===== src/hw/rtl/escape_sequence_decoder_top_macros.svh =====
// Assertion macros for the escape sequence decoder.
// Included by the top level; expects i_clk and i_rst_n in scope.
`ifndef ESCAPE_SEQUENCE_DECODER_TOP_MACROS_SVH
`define ESCAPE_SEQUENCE_DECODER_TOP_MACROS_SVH

// Same-cycle implication, disabled during reset.
`define ESD_ASSERT_NOW(label, ante, cons) \
    label: assert property (@(posedge i_clk) disable iff (!i_rst_n) (ante) |-> (cons)) \
        else $error("escape decoder check failed");

// Next-cycle implication, disabled during reset.
`define ESD_ASSERT_NEXT(label, ante, cons) \
    label: assert property (@(posedge i_clk) disable iff (!i_rst_n) (ante) |=> (cons)) \
        else $error("escape decoder check failed");

`endif


===== src/hw/rtl/esd_pkg.sv =====
// Shared types, constants and character helpers for the escape sequence decoder.
// No dependencies.
package esd_pkg;

    localparam int unsigned BUF_DEPTH = 6;

    localparam logic [15:0] CP_TWO_BYTE   = 16'h0080;
    localparam logic [15:0] CP_THREE_BYTE = 16'h0800;
    localparam logic [7:0]  UTF8_LEAD2    = 8'hc0;
    localparam logic [7:0]  UTF8_LEAD3    = 8'he0;
    localparam logic [7:0]  UTF8_CONT     = 8'h80;
    localparam logic [7:0]  CHR_ESC       = 8'h1b;
    localparam logic [7:0]  CHR_BEL       = 8'h07;
    localparam logic [7:0]  CHR_BACKSLASH = 8'h5c;
    localparam logic [7:0]  CHR_X         = 8'h78;
    localparam logic [7:0]  CHR_U         = 8'h75;

    typedef logic [7:0] t_byte;

    typedef enum logic [2:0] {
        K_PLAIN,
        K_CHAR,
        K_OCT,
        K_HEX,
        K_U16
    } t_kind;

    // Commands from the controller to the datapath.
    typedef struct packed {
        logic       load;     // append the accepted input byte to the window
        logic       emit;     // load one decoded byte into the output register
        logic       advance;  // drop the head item from the window
        logic       last;     // mark the emitted byte as the final one
        logic [1:0] idx;      // which byte of the head item to emit
    } t_cmd;

    // Status from the datapath to the controller.
    typedef struct packed {
        logic [2:0] fill;      // bytes held in the window
        logic [1:0] cnt;       // bytes produced by the head item, 1 to 3
        logic       rem_zero;  // head item consumes everything held
        logic       out_free;  // output register can take a byte this cycle
    } t_sts;

    function automatic logic is_oct(input t_byte c);
        return (c >= 8'h30) && (c <= 8'h37);
    endfunction

    function automatic logic is_hex(input t_byte c);
        return ((c >= 8'h30) && (c <= 8'h39)) || ((c >= 8'h61) && (c <= 8'h66)) ||
               ((c >= 8'h41) && (c <= 8'h46));
    endfunction

    function automatic logic [3:0] hex_val(input t_byte c);
        logic [3:0] v;
        v = 4'h0;
        if ((c >= 8'h30) && (c <= 8'h39)) begin
            v = c[3:0];
        end else if (((c >= 8'h61) && (c <= 8'h66)) || ((c >= 8'h41) && (c <= 8'h46))) begin
            v = c[3:0] + 4'd9;
        end
        return v;
    endfunction

    function automatic t_byte named_ctrl(input t_byte c);
        t_byte r;
        unique case (c)
            8'h30:   r = 8'h00;       // '0'
            8'h61:   r = CHR_BEL;     // 'a'
            8'h62:   r = 8'h08;       // 'b'
            8'h65:   r = CHR_ESC;     // 'e'
            8'h66:   r = 8'h0c;       // 'f'
            8'h6e:   r = 8'h0a;       // 'n'
            8'h72:   r = 8'h0d;       // 'r'
            8'h74:   r = 8'h09;       // 't'
            8'h76:   r = 8'h0b;       // 'v'
            default: r = c;
        endcase
        return r;
    endfunction

endpackage


===== src/hw/rtl/esd_ctrl.sv =====
// Controller state machine of the escape sequence decoder.
// Depends on esd_pkg; drives commands to esd_datapath and reads its status.
module esd_ctrl
    import esd_pkg::*;
(
    input  logic i_clk,
    input  logic i_rst_n,
    input  logic i_in_valid,
    input  logic i_in_last,
    input  t_sts i_sts,
    output logic o_in_stall,
    output t_cmd o_cmd
);

    typedef enum logic [1:0] {
        S_IDLE = 2'b01,
        S_EMIT = 2'b10
    } t_state;

    t_state     r_state, n_state;
    logic       r_flush, n_flush;
    logic [1:0] r_idx, n_idx;
    logic       in_acc;
    logic       item_done;

    assign o_in_stall = (r_state != S_IDLE) || !i_rst_n;
    assign in_acc     = i_in_valid && !o_in_stall;
    assign item_done  = (r_idx == (i_sts.cnt - 2'd1));

    always_comb begin
        n_state      = r_state;
        n_flush      = r_flush;
        n_idx        = r_idx;
        o_cmd        = '0;
        o_cmd.idx    = r_idx;
        unique case (r_state)
            S_IDLE: begin
                o_cmd.load = in_acc;
                if (in_acc) begin
                    n_flush = i_in_last;
                    n_idx   = 2'd0;
                    // The new byte completes a six-byte window, or ends the string.
                    if (i_in_last || (i_sts.fill == 3'd5)) begin
                        n_state = S_EMIT;
                    end
                end
            end
            S_EMIT: begin
                if (i_sts.out_free) begin
                    o_cmd.emit = 1'b1;
                    o_cmd.last = r_flush && i_sts.rem_zero && item_done;
                    if (item_done) begin
                        o_cmd.advance = 1'b1;
                        n_idx         = 2'd0;
                        if (!r_flush || i_sts.rem_zero) begin
                            n_state = S_IDLE;
                            n_flush = 1'b0;
                        end
                    end else begin
                        n_idx = r_idx + 2'd1;
                    end
                end
            end
            default: begin
                n_state = S_IDLE;
            end
        endcase
    end

    always_ff @(posedge i_clk) begin
        if (!i_rst_n) begin
            r_state <= S_IDLE;
            r_flush <= 1'b0;
            r_idx   <= 2'd0;
        end else begin
            r_state <= n_state;
            r_flush <= n_flush;
            r_idx   <= n_idx;
        end
    end

endmodule


===== src/hw/rtl/esd_datapath.sv =====
// Datapath of the escape sequence decoder: lookahead window, head decode, output register.
// Depends on esd_pkg; controlled by esd_ctrl.
module esd_datapath
    import esd_pkg::*;
(
    input  logic  i_clk,
    input  logic  i_rst_n,
    input  t_cmd  i_cmd,
    input  t_byte i_in_byte,
    input  logic  i_out_stall,
    output t_sts  o_sts,
    output logic  o_out_valid,
    output t_byte o_out_byte,
    output logic  o_out_last
);

    t_byte      r_buf [BUF_DEPTH];
    logic [2:0] r_fill;
    logic       r_out_valid;
    t_byte      r_out_byte;
    logic       r_out_last;

    t_kind      kind;
    logic [15:0] cp;
    t_byte      b0, b1, b2, sel_byte;
    logic [1:0] cnt;
    logic [2:0] cons;

    // Classify the item at the head of the window, given r_fill bytes held.
    always_comb begin
        priority if ((r_fill < 3'd2) || (r_buf[0] != CHR_BACKSLASH)) begin
            kind = K_PLAIN;
        end else if (r_fill < 3'd4) begin
            kind = K_CHAR;
        end else if (is_oct(r_buf[1]) && is_oct(r_buf[2]) && is_oct(r_buf[3])) begin
            kind = K_OCT;
        end else if ((r_buf[1] == CHR_X) && is_hex(r_buf[2]) && is_hex(r_buf[3])) begin
            kind = K_HEX;
        end else if (r_fill < 3'd6) begin
            kind = K_CHAR;
        end else if ((r_buf[1] == CHR_U) && is_hex(r_buf[2]) && is_hex(r_buf[3]) &&
                     is_hex(r_buf[4]) && is_hex(r_buf[5])) begin
            kind = K_U16;
        end else begin
            kind = K_CHAR;
        end
    end

    assign cp = {hex_val(r_buf[2]), hex_val(r_buf[3]), hex_val(r_buf[4]), hex_val(r_buf[5])};

    always_comb begin
        b0   = r_buf[0];
        b1   = '0;
        b2   = '0;
        cnt  = 2'd1;
        cons = 3'd1;
        unique case (kind)
            K_U16: begin
                cons = 3'd6;
                if (cp < CP_TWO_BYTE) begin
                    b0 = cp[7:0];
                end else if (cp < CP_THREE_BYTE) begin
                    cnt = 2'd2;
                    b0  = UTF8_LEAD2 | {3'b000, cp[10:6]};
                    b1  = UTF8_CONT | {2'b00, cp[5:0]};
                end else begin
                    cnt = 2'd3;
                    b0  = UTF8_LEAD3 | {4'b0000, cp[15:12]};
                    b1  = UTF8_CONT | {2'b00, cp[11:6]};
                    b2  = UTF8_CONT | {2'b00, cp[5:0]};
                end
            end
            K_HEX: begin
                cons = 3'd4;
                b0   = {hex_val(r_buf[2]), hex_val(r_buf[3])};
            end
            K_OCT: begin
                // Three octal digits make nine bits; the top one is dropped.
                cons = 3'd4;
                b0   = {r_buf[1][1:0], r_buf[2][2:0], r_buf[3][2:0]};
            end
            K_CHAR: begin
                cons = 3'd2;
                b0   = named_ctrl(r_buf[1]);
            end
            default: begin
                cons = 3'd1;
                b0   = r_buf[0];
            end
        endcase
    end

    always_comb begin
        unique case (i_cmd.idx)
            2'd0:    sel_byte = b0;
            2'd1:    sel_byte = b1;
            default: sel_byte = b2;
        endcase
    end

    assign o_sts.fill     = r_fill;
    assign o_sts.cnt      = cnt;
    assign o_sts.rem_zero = (r_fill == cons);
    assign o_sts.out_free = !r_out_valid || !i_out_stall;

    // Window storage: append at the fill point, or drop the consumed head item.
    always_ff @(posedge i_clk) begin
        if (!i_rst_n) begin
            r_fill <= 3'd0;
        end else if (i_cmd.load) begin
            r_fill <= r_fill + 3'd1;
        end else if (i_cmd.advance) begin
            r_fill <= r_fill - cons;
        end
    end

    always_ff @(posedge i_clk) begin
        if (i_cmd.load) begin
            r_buf[r_fill] <= i_in_byte;
        end else if (i_cmd.advance) begin
            for (int i = 0; i < BUF_DEPTH; i++) begin
                if ((i + int'(cons)) < BUF_DEPTH) begin
                    r_buf[i] <= r_buf[i + int'(cons)];
                end
            end
        end
    end

    always_ff @(posedge i_clk) begin
        if (!i_rst_n) begin
            r_out_valid <= 1'b0;
        end else if (i_cmd.emit) begin
            r_out_valid <= 1'b1;
        end else if (!i_out_stall) begin
            r_out_valid <= 1'b0;
        end
    end

    always_ff @(posedge i_clk) begin
        if (i_cmd.emit) begin
            r_out_byte <= sel_byte;
            r_out_last <= i_cmd.last;
        end
    end

    assign o_out_valid = r_out_valid;
    assign o_out_byte  = r_out_byte;
    assign o_out_last  = r_out_last;

endmodule


===== src/hw/rtl/escape_sequence_decoder_top.sv =====
// Top level of the backslash escape decoder with UTF-8 output for \uHHHH.
// Depends on esd_pkg, esd_ctrl, esd_datapath and escape_sequence_decoder_top_macros.svh.
//
//   channel | direction | signals                                  | meaning
//   in      | input     | i_in_valid, o_in_stall, i_in_byte/_last  | raw string bytes
//   out     | output    | o_out_valid, i_out_stall, o_out_byte/_last | decoded bytes
//
// A byte that decodes nothing is taken in the idle state. A byte that completes a
// six-byte window moves to the emit state, where the output register takes the
// head item's decoded bytes (1 to 3) one per cycle unless the output stalls. The
// final byte of a string flushes the whole window, up to 6 decoded bytes.
// Reset is synchronous and active low and empties the window; there is no
// clearing pass. A stall on the output holds the decoder in its emit state.
`include "escape_sequence_decoder_top_macros.svh"

module escape_sequence_decoder_top
    import esd_pkg::*;
(
    input  logic       i_clk,
    input  logic       i_rst_n,
    input  logic       i_in_valid,
    output logic       o_in_stall,
    input  logic [7:0] i_in_byte,
    input  logic       i_in_last,
    output logic       o_out_valid,
    input  logic       i_out_stall,
    output logic [7:0] o_out_byte,
    output logic       o_out_last
);

    // Command and status between the controller and the datapath.
    t_cmd cmd;
    t_sts sts;
    logic in_acc;

    assign in_acc = i_in_valid && !o_in_stall;

    // The controller accepts a transaction only in its idle state, then steps through
    // the head item's decoded bytes (every item on a flush), one per unstalled cycle.
    esd_ctrl u_ctrl (
        .i_clk      (i_clk),
        .i_rst_n    (i_rst_n),
        .i_in_valid (i_in_valid),
        .i_in_last  (i_in_last),
        .i_sts      (sts),
        .o_in_stall (o_in_stall),
        .o_cmd      (cmd)
    );

    // The datapath holds the window, decodes its head combinationally and
    // registers each output transaction.
    esd_datapath u_dp (
        .i_clk       (i_clk),
        .i_rst_n     (i_rst_n),
        .i_cmd       (cmd),
        .i_in_byte   (i_in_byte),
        .i_out_stall (i_out_stall),
        .o_sts       (sts),
        .o_out_valid (o_out_valid),
        .o_out_byte  (o_out_byte),
        .o_out_last  (o_out_last)
    );

    // The window never overflows, and is below six bytes whenever input is open.
    `ESD_ASSERT_NOW(a_fill_bound, !o_in_stall, sts.fill <= 3'd5)
    // A final input byte always leads to a flush before new input is taken.
    `ESD_ASSERT_NEXT(a_last_flushes, in_acc && i_in_last, o_in_stall)
    // Bytes are only emitted from a non-empty window.
    `ESD_ASSERT_NOW(a_emit_nonempty, cmd.emit, sts.fill != 3'd0)

endmodule

===== config.mk =====
export PLATFORM = sky130hd
export DESIGN_NAME = escape_sequence_decoder_top
export DESIGN_NICKNAME = d
export VERILOG_FILES = /design/src/hw/rtl/esd_pkg.sv /design/src/hw/rtl/esd_ctrl.sv /design/src/hw/rtl/esd_datapath.sv /design/src/hw/rtl/escape_sequence_decoder_top.sv
export VERILOG_INCLUDE_DIRS = /design/src /design/src/hw/rtl
export SDC_FILE = /design/constraint.sdc
export NUM_CORES = 1
export LEC_CHECK = 0
export CORE_ASPECT_RATIO = 1.4
export CORE_MARGIN = 10
export CORE_UTILIZATION = 50
export DETAILED_ROUTE_END_ITERATION = 10
export DONT_BUFFER_PORTS = 1
export PLACE_DENSITY_LB_ADDON = 0.25
export SETUP_SLACK_MARGIN = 0.5
export SLEW_MARGIN = 0
export SYNTH_ARGS = -nofsm -noshare
export SYNTH_HDL_FRONTEND = slang
export SYNTH_SLANG_ARGS = --single-unit

===== constraint.sdc =====
create_clock -name i_clk -period 8.8 [get_ports i_clk]
set_clock_uncertainty 0.05 [all_clocks]
set_input_delay 1.32 -clock i_clk [delete_from_list [all_inputs] [get_ports i_clk]]
set_output_delay 1.32 -clock i_clk [all_outputs]
set_load 0.05 [all_outputs]

; ---- Word level (Yosys, flattened, before mapping)
; Memories as Yosys holds them, arrays and structs flattened.
; Cells that the tools add are included.
[word_totals]
mem_count = 1
latchBits = 0
in_bits = 13
reg_bits = 18
romBits = 0
ram_bits = 48
[mem_list]
columns = memory, words, width, rd, rd_ports_with_merged_regs, write_ports, line
row1 = u_dp.r_buf, 6, 8, 12, 0, 5, esd_datapath.sv:17  ; t_byte r_buf [BUF_DEPTH];
[op_classes]
bitwise_logic = 0
n_eq_ne = 29
div = 0
n_addsub = 18
multipliers = 0
shifts = 0
order_cmp = 39
n_mux = 84
n_reduce_logical = 58
[ops]
columns = op, n
row1 = $lt A32 B3 Y1 const B, 5
row2 = $eq A8 B7 Y1 const B, 10
row3 = $pmux W8 S9, 1
row4 = $ge A8 B7 Y1 const B, 8
row5 = $le A8 B7 Y1 const B, 8
row6 = $mux W8, 8
row7 = $le A8 B6 Y1 const B, 7
row8 = $ge A8 B6 Y1 const B, 5
row9 = $mux W1, 37
row10 = $mux W3, 12
row11 = $mux W4, 8
row12 = $pmux W8 S4, 1
row13 = $logic_and A1 B1 Y1, 26
row14 = $mux W2, 10
row15 = $logic_or A1 B1 Y1, 17
row16 = $add A4 B4 Y4 const B, 4
row17 = $lt A16 B12 Y1 const B, 1
row18 = $lt A16 B8 Y1 const B, 1
row19 = $pmux W8 S2, 1
row20 = $reduce_or A8 Y1, 2
row21 = $mux W6, 2
row22 = $ne A2 B1 Y1 const B, 5
row23 = $reduce_and A5 Y1, 2
row24 = $lt A3 B3 Y1 const B, 3
row25 = 30 further kinds, 44

; ---- Depth between registers and ports, before layout
; Gate-level depths: netlist of the first run.
; An unclocked memory read counts as a cell.
[logic_depth]
ltp_word = 29
ltp_mapped = 18
mapped_depth_nobuf = 14

; ---- Modules after synthesis
; From an unflattened synthesis of the first run, not the netlist that was laid out.
[hier_totals]
cells_unflattened = 667
hier_area_um2 = 5967.0
[modules_own_cells]
columns = mod, area_per_inst_um2, instances, cells_per_inst, seq_area_each_um2
row1 = esd_datapath, 5619.1, 1, 626, 2272.2
row2 = esd_ctrl, 347.8, 1, 41, 100.1

; ---- Worst setup path after synthesis of the first run
; No wires, ideal clock.
[synth_timing]
path_kind = flip-flop to flip-flop
startpoint = memory u_dp.r_buf[3][3] in the netlist's numbering
endpoint = memory u_dp.r_buf[5][0] in the netlist's numbering, enable pin
arrival_ps = 4084
period_less_slack_ps = 4508
slack_ps = 4292
path_buffers = 2
path_stages_with_launch = 11
cell_sequence = edfxtp_1 or4b_4 a211oi_2 nor2_1 or3_1 o21ai_2 clkbuf_1 ha_1 nor4_2 clkbuf_1 o21bai_1
[synth_lines]
columns = element, line
row1 = from (decl), esd_datapath.sv:17

==> flow_metrics.py, run 1 <==
metrics = {
    "global_route": {
        "grt_first_pass_wirelength_um": 39400,
        "grt-ovfl-total": 0,
        "grt.met2_usage": 0.446,
        "grt_use_met3": 0.0418,
        "grt_max_degree": 50,
        "busiest_layer": "met2",
        "grt_use_total": 0.269,
        "antenna_found_initial": 0,
        "first_global_vias": 6296,
        "use_met1": 0.308,
    },
    "layout": {
        "diodes": 0,
        "syn2layout_area_growth_pct": 6.08,
        "multiInputGateArea_mm2": 0.00434,
        "fin_cells": 954,
        "layout.nets": 804,
        "nFillCells": 1263,
        "seq_area_mm2": 0.00237,
        "drive_gt1_frac": 0.0845,
    },
    "clock_tree": {
        "tritoncts": "yes",
        "clk_pin_slew_worst_paths_ns": 0.08,
        "ctsHoldBuffers": 0,
        "postCtsSetupBuffers": 0,
        "cts_resized": 0,
        "cts_htree_levels": 3,
        "clock_path_buffers": 2,
        "insertion_delay_ns": 0.36,
        "cts_sinks": 82,
        "cts_buffers": 9,
        "root_buffer": "clkbuf_16",
    },
    "power_and_ir_drop": {
        "leakagePower_nw": 2.52,
        "irDropWorstVdd_mv": 0.144,
        "share_comb_of_total_power": 0.300,
        "fin_total_pwr_mw": 1.48,
        "p_seq_frac": 0.427,
        "p_int_mw": 0.885,
        "p_sw_frac": 0.401,
        "p_switching_mw": 0.591,
        "power.share.clock": 0.273,
        "power.density_mw_per_mm2": 198,
    },
    "logic_synthesis": {
        "syn_avg_cell_area_um2": 8.90,
        "muxShareOfSynthArea": 0.134,
        "synthAdderAreaFrac": 0.0491,
        "synth_compound_area_frac": 0.246,
        "synth_nets": 830,
        "synth-edff-count": 73,
        "synth_area_mm2": 0.00703,
        "ys_types": 81,
        "synth_simple_gate_area_frac": 0.183,
        "synth_top_family_by_area": "compound AO/OA/AOI/OAI gates",
        "syn-instance-count": 790,
        "ys_ff_latch": 82,
        "synth_xor_area_frac": 0,
        "ys.flop_type": "edfxtp_1",
        "ys_warn_count": 0,
        "ys_seq_area_frac": 0.337,
        "synth-async-reset-ratio": 0,
    },
    "sta": {
        "drv_slew": 0,
        "timing.final.crit_share": 0.604,
        "setup_slack_ns": 3.49,
        "finalSetupViolCount": 0,
        "slew_headroom": 0.214,
        "hold_viol_final": 0,
        "worstMarginPinSlew_ns": 1.17,
        "setup-tns-final_ns": 0,
        "fmax_mhz": 188,
        "period_needed_ns": 5.31,
        "rsz0062_at_grt": "no",
        "hold_ws_ns": 0.425,
    },
    "critical_path": {
        "cp-end-kind": "flip-flop",
        "worstPathRequired_ns": 8.81,
        "critical_path_class": "flip-flop to flip-flop",
        "cp_cell_sequence": "inv_1, ha_1, o21bai_1, a21oi_1, a21oi_2, or3_1, o21ai_2, buf_4, ha_1, buf_4, nor4_4, mux2i_1, mux2i_1",
        "path_buf_inv": 3,
        "r2r_start": "u_dp.r_buf[2][0]",
        "cp-startpoint": "u_dp.r_buf[2][0]",
        "cp.arrival_ns": 5.33,
        "crit_family": "simple AND/OR/NAND/NOR gates",
        "startpoint_type": "flip-flop",
        "cp_slowest_cell": "nor4_4",
        "crit_path_max_fanout": 39,
        "max_stage_delay_ns": 0.95,
    },
    "detailed_routing": {
        "drc": 0,
        "routed_wl_um": 26600,
        "dr.first_iter.drc_count": 991,
        "first_pass_iters": 5,
        "vias_per_cell": 7.13,
        "final_antenna_net_count": 0,
        "wl_per_cell_um": 27.9,
        "vias": 6799,
    },
    "place": {
        "place.gp.congestion": 0.986,
        "io_buffers": 0,
        "place_hpwl_um": 19300,
        "post-place-ws_ns": 3.67,
        "dp_cells": 938,
    },
    "worst_hold_path": {
        "hp-class": "flip-flop to flip-flop",
        "worstHoldStart": "u_ctrl.r_idx[1]",
    },
    "die": {
        "die_x_um": 120,
        "start_util": 0.508,
        "rows": 51,
        "die_h_um": 160,
        "core-area_mm2": 0.0138,
        "die-area_mm2": 0.0193,
        "ios": 24,
    },
    "outcome": {
        "status": "finished, final reports clean",
    },
    "run": {
        "cap_violations": 0,
    },
}
## cells in the final DEF (no fill, tap or decap), types with 6 or more instances in the layout
cell	instances
ha_1	26
nand3_1	13
nand2b_1	6
a21oi_1	78
nor3_1	10
edfxtp_1	73
nand2_1	86
inv_1	38
o22ai_1	6
a211oi_1	17
mux2i_1	66
and3_1	7
a31oi_1	16
nor2b_1	7
dfxtp_1	9
buf_4	10
o31ai_1	7
a22oi_1	7
clkbuf_16	9
o211ai_1	12
o21ai_0	44
mux4_2	10
and2_1	8
nor2_1	76
o21a_1	10
or3_1	6
## logic make-up after synthesis
| kind of cell | count (synthesis) |
|---|---|
| flops | 82 |
| mux | 80 |
| compound gates | 256 |
| simple gates | 259 |
| fa+ha+maj | 27 |
| buf+inv | 86 |
## power by group through the flow
stage | clock network [mW] | registers (mW) | logic [mW]
CTS | 0.402 | 0.624 | 0.432
floorplan | 0 | 0.573 | 0.339
global route | 0.414 | 0.633 | 0.481
finish | 0.403 | 0.631 | 0.443
global placement | 0 | 0.629 | 0.419
detailed placement | 0 | 0.632 | 0.429
## per-layer routing
layer / wire, µm / part of all wire
met5: 0 / 0
met4: 2050 / 0.077
met3: 2480 / 0.093
met2: 12800 / 0.48
met1: 9270 / 0.35
## final cells by class
class / instances / area share
Timing Repair Buffer: 10 / 0.0101
Inverter: 39 / 0.0196
Multi-Input combinational cell: 622 / 0.581
Clock inverter: 7 / 0.0101
Tap cell: 185 / 0.0310
Sequential cell: 82 / 0.318
Clock buffer: 9 / 0.0302
## final timing paths
check                          end  slack, ns  cells past startpoint
setup / recovery  u_dp.r_buf[4][3]       3.49                     13
hold / removal     u_ctrl.r_idx[1]       0.42                      2
setup reg to reg  u_dp.r_buf[4][3]       3.49                     13
hold reg to reg    u_ctrl.r_idx[1]       0.42                      2
## worst register-to-register path, cell delays in order (launching register included)
cell	delay [ns]
edfxtp_1	0.56
inv_1	0.25
ha_1	0.27
o21bai_1	0.09
a21oi_1	0.30
a21oi_2	0.19
or3_1	0.42
o21ai_2	0.13
buf_4	0.44
ha_1	0.35
buf_4	0.26
nor4_4	0.96
mux2i_1	0.58
mux2i_1	0.19
## registers in the layout (all words and copies together), names as in the netlist
| signal | count |
|---|---|
| u_dp.r_buf | 64 |
| u_dp.o_out_byte | 8 |
| u_dp.r_fill | 3 |
| u_ctrl.r_idx | 2 |
| u_ctrl.r_state | 2 |
| u_ctrl.r_flush | 1 |
| u_dp.o_out_last | 1 |
| u_dp.o_out_valid | 1 |
## cell usage after synthesis (7+ instances only)
| cell type | instances | share of area |
|---|---|---|
| mux4_2 | 10 | 0.032 |
| o21ai_0 | 46 | 0.033 |
| mux2i_1 | 66 | 0.094 |
| o31ai_1 | 9 | 0.0096 |
| o21a_1 | 10 | 0.011 |
| nand3_1 | 13 | 0.0092 |
| and2_1 | 8 | 0.0071 |
| nor2_1 | 76 | 0.041 |
| inv_1 | 38 | 0.020 |
| a22oi_1 | 7 | 0.0075 |
| a31oi_1 | 16 | 0.014 |
| and3_1 | 7 | 0.0062 |
| o211ai_1 | 12 | 0.013 |
| a21oi_1 | 78 | 0.055 |
| clkbuf_1 | 35 | 0.019 |
| a211oi_1 | 17 | 0.018 |
| edfxtp_1 | 73 | 0.31 |
| nand2_1 | 86 | 0.046 |
| nor3_1 | 11 | 0.0078 |
| ha_1 | 26 | 0.046 |
| dfxtp_1 | 9 | 0.026 |
| nor2b_1 | 7 | 0.0062 |
## stage by stage
| step | utilization | instance area [µm²] |
|---|---|---|
| 2_1_floorplan | - | 7030 |
| 3_3_place_gp | 0.517 | 7160 |
| 3_5_place_dp | 0.517 | 7160 |
| 4_1_cts | 0.539 | 7460 |
| 5_1_grt | 0.539 | 7460 |
| 6_report | 0.539 | 7460 |
(Power assumes the default switching activity.)
==> run 2: changes to the inputs <==
- clock period: 8.8 -> 4.7 ns (I/O delays scaled with it)
==> flow_metrics.py, run 2 (synthesized netlist as in run 1, its figures left out) <==
metrics = {
    "die": {
        "die_x_um": 120,
        "start_util": 0.508,
        "core-area_mm2": 0.0138,
        "die_h_um": 160,
        "die-area_mm2": 0.0193,
        "ios": 24,
        "rows": 51,
    },
    "clock_tree": {
        "tritoncts": "yes",
        "root_buffer": "clkbuf_16",
        "cts_sinks": 82,
        "clk_pin_slew_worst_paths_ns": 0.07,
        "ctsHoldBuffers": 0,
        "cts_htree_levels": 3,
        "clock_path_buffers": 2,
        "cts_buffers": 9,
        "insertion_delay_ns": 0.35,
    },
    "critical_path": {
        "startpoint_type": "flip-flop",
        "critical_path_class": "flip-flop to flip-flop",
        "cp-end-kind": "flip-flop",
        "cp.arrival_ns": 3.99,
        "crit_family": "compound AO/OA/AOI/OAI gates",
        "worstPathRequired_ns": 4.61,
        "cp_cell_sequence": "inv_1, ha_1, nor3b_4, a211oi_2, nor2_2, or3_1, o21ai_2, ha_1, nor4_4, buf_4, o21bai_1",
        "path_buf_inv": 2,
        "cp_slowest_cell": "o21bai_1",
        "max_stage_delay_ns": 0.58,
        "crit_path_max_fanout": 19,
        "cpMostUsedCell": "ha_1",
    },
    "detailed_routing": {
        "wl_per_cell_um": 26.4,
        "routed_wl_um": 26200,
        "vias": 6729,
        "drc": 0,
        "vias_per_cell": 6.79,
        "dr.first_iter.drc_count": 698,
        "first_pass_iters": 5,
        "final_antenna_net_count": 0,
    },
    "place": {
        "place_hpwl_um": 19500,
        "post-place-ws_ns": 0.308,
        "dp_cells": 972,
        "place.gp.congestion": 1.03,
        "place_area_mm2": 0.00741,
        "io_buffers": 0,
    },
    "sta": {
        "setup-tns-final_ns": 0,
        "fmax_mhz": 245,
        "worstMarginPinSlew_ns": 1.24,
        "setup_slack_ns": 0.620,
        "slew_headroom": 0.164,
        "rsz0062_at_grt": "no",
        "timing.final.crit_share": 0.868,
        "period_needed_ns": 4.08,
        "hold_viol_final": 0,
        "finalSetupViolCount": 0,
        "drv_slew": 0,
    },
    "layout": {
        "syn2layout_area_growth_pct": 10.6,
        "final_area_mm2": 0.00778,
        "seq_area_mm2": 0.00237,
        "diodes": 0,
        "final_cell_mix": "86 x nand2_1, 77 x a21oi_1, 75 x nor2_1, 73 x edfxtp_1, 65 x mux2i_1",
        "multiInputGateArea_mm2": 0.00436,
        "layout.nets": 841,
        "largest_reg_flops": 64,
        "layout_commonest_cell": "nand2_1",
        "largest_register": "u_dp.r_buf",
        "drive_gt1_frac": 0.132,
        "fin_cells": 991,
        "nFillCells": 1260,
    },
    "power_and_ir_drop": {
        "p_seq_frac": 0.417,
        "p_sw_frac": 0.394,
        "power.density_mw_per_mm2": 360,
        "fin_total_pwr_mw": 2.80,
        "p_switching_mw": 1.10,
        "share_comb_of_total_power": 0.317,
        "irDropWorstVdd_mv": 0.207,
        "power.share.clock": 0.266,
        "leakagePower_nw": 2.70,
        "p_int_mw": 1.70,
    },
    "outcome": {
        "status": "finished, final reports clean",
    },
    "global_route": {
        "grt_use_met3": 0.0481,
        "antenna_found_initial": 0,
        "busiest_layer": "met2",
        "grt_first_pass_wirelength_um": 39600,
        "grt_use_total": 0.269,
        "first_global_vias": 6437,
        "grt.met2_usage": 0.452,
        "use_met1": 0.303,
        "grt_max_degree": 43,
        "grt-ovfl-total": 0,
    },
    "worst_hold_path": {
        "hp-class": "flip-flop to flip-flop",
    },
    "run": {
        "cap_violations": 0,
    },
}
-- run 2: cell count changes in the layout (fill, tap and decap cells not counted), sizes merged --
cell | before | now
clkinv | 3 | 4
buf | 10 | 47
inv | 40 | 39
-- run 2: power groups by stage --
stage          combinational [mW]  clock [mW]  sequential [mW]
3_3_place_gp                0.826           0             1.17
3_5_place_dp                0.853           0             1.17
2_1_floorplan               0.636           0             1.07
4_1_cts                     0.859       0.746             1.16
6_report                    0.888       0.744             1.17
5_1_grt                     0.962       0.771             1.18
-- run 2: worst paths after layout --
kind	cells past startpoint	slack, ns	end	start
worst max-delay path	11	0.62	u_dp.r_buf[5][5]	u_dp.r_buf[3][0]
worst min-delay path	2	0.41	u_ctrl.r_idx[1]	u_ctrl.r_idx[1]
worst max register to register	11	0.62	u_dp.r_buf[5][5]	u_dp.r_buf[3][0]
worst min register to register	2	0.41	u_ctrl.r_idx[1]	u_ctrl.r_idx[1]
-- run 2: worst reg2reg max path, stage by stage (launching register included) --
cell and delay [ns]:
edfxtp_1 0.52, inv_1 0.15, ha_1 0.26, nor3b_4 0.18, a211oi_2 0.38, nor2_2 0.14, or3_1 0.42, o21ai_2 0.15
ha_1 0.34, nor4_4 0.18, buf_4 0.31, o21bai_1 0.59
-- run 2: timing repair --
action,4_1_cts,5_1_grt
gates resized for setup,2,9
pin swaps,0,1
endpoints found under the setup margin,17,55
buffers inserted,0,3
-- run 2: metal layers --
metal  part of all wire  vias to the layer above
li1                   -                     3010
met1               0.35                     3201
met2               0.49                      399
met3              0.082                      119
met4              0.076                        0
met5                  0                        -
-- run 2: final cells by class --
class / instances / area share
Clock buffer: 9 / 0.0290
Clock inverter: 7 / 0.00981
Inverter: 39 / 0.0193
Multi-Input combinational cell: 622 / 0.561
Sequential cell: 82 / 0.305
Tap cell: 185 / 0.0298
Timing Repair Buffer: 47 / 0.0463
-- run 2: per-stage QoR --
| stage | hold WS (ns) | utilization |
|---|---|---|
| 4_1_cts | 0.412 | 0.557 |
| 5_1_grt | 0.418 | 0.562 |
| 6_report | 0.407 | 0.562 |
| 3_5_place_dp | 0.403 | 0.535 |
| 2_1_floorplan | 0.382 | - |
| 3_3_place_gp | 0.394 | 0.535 |
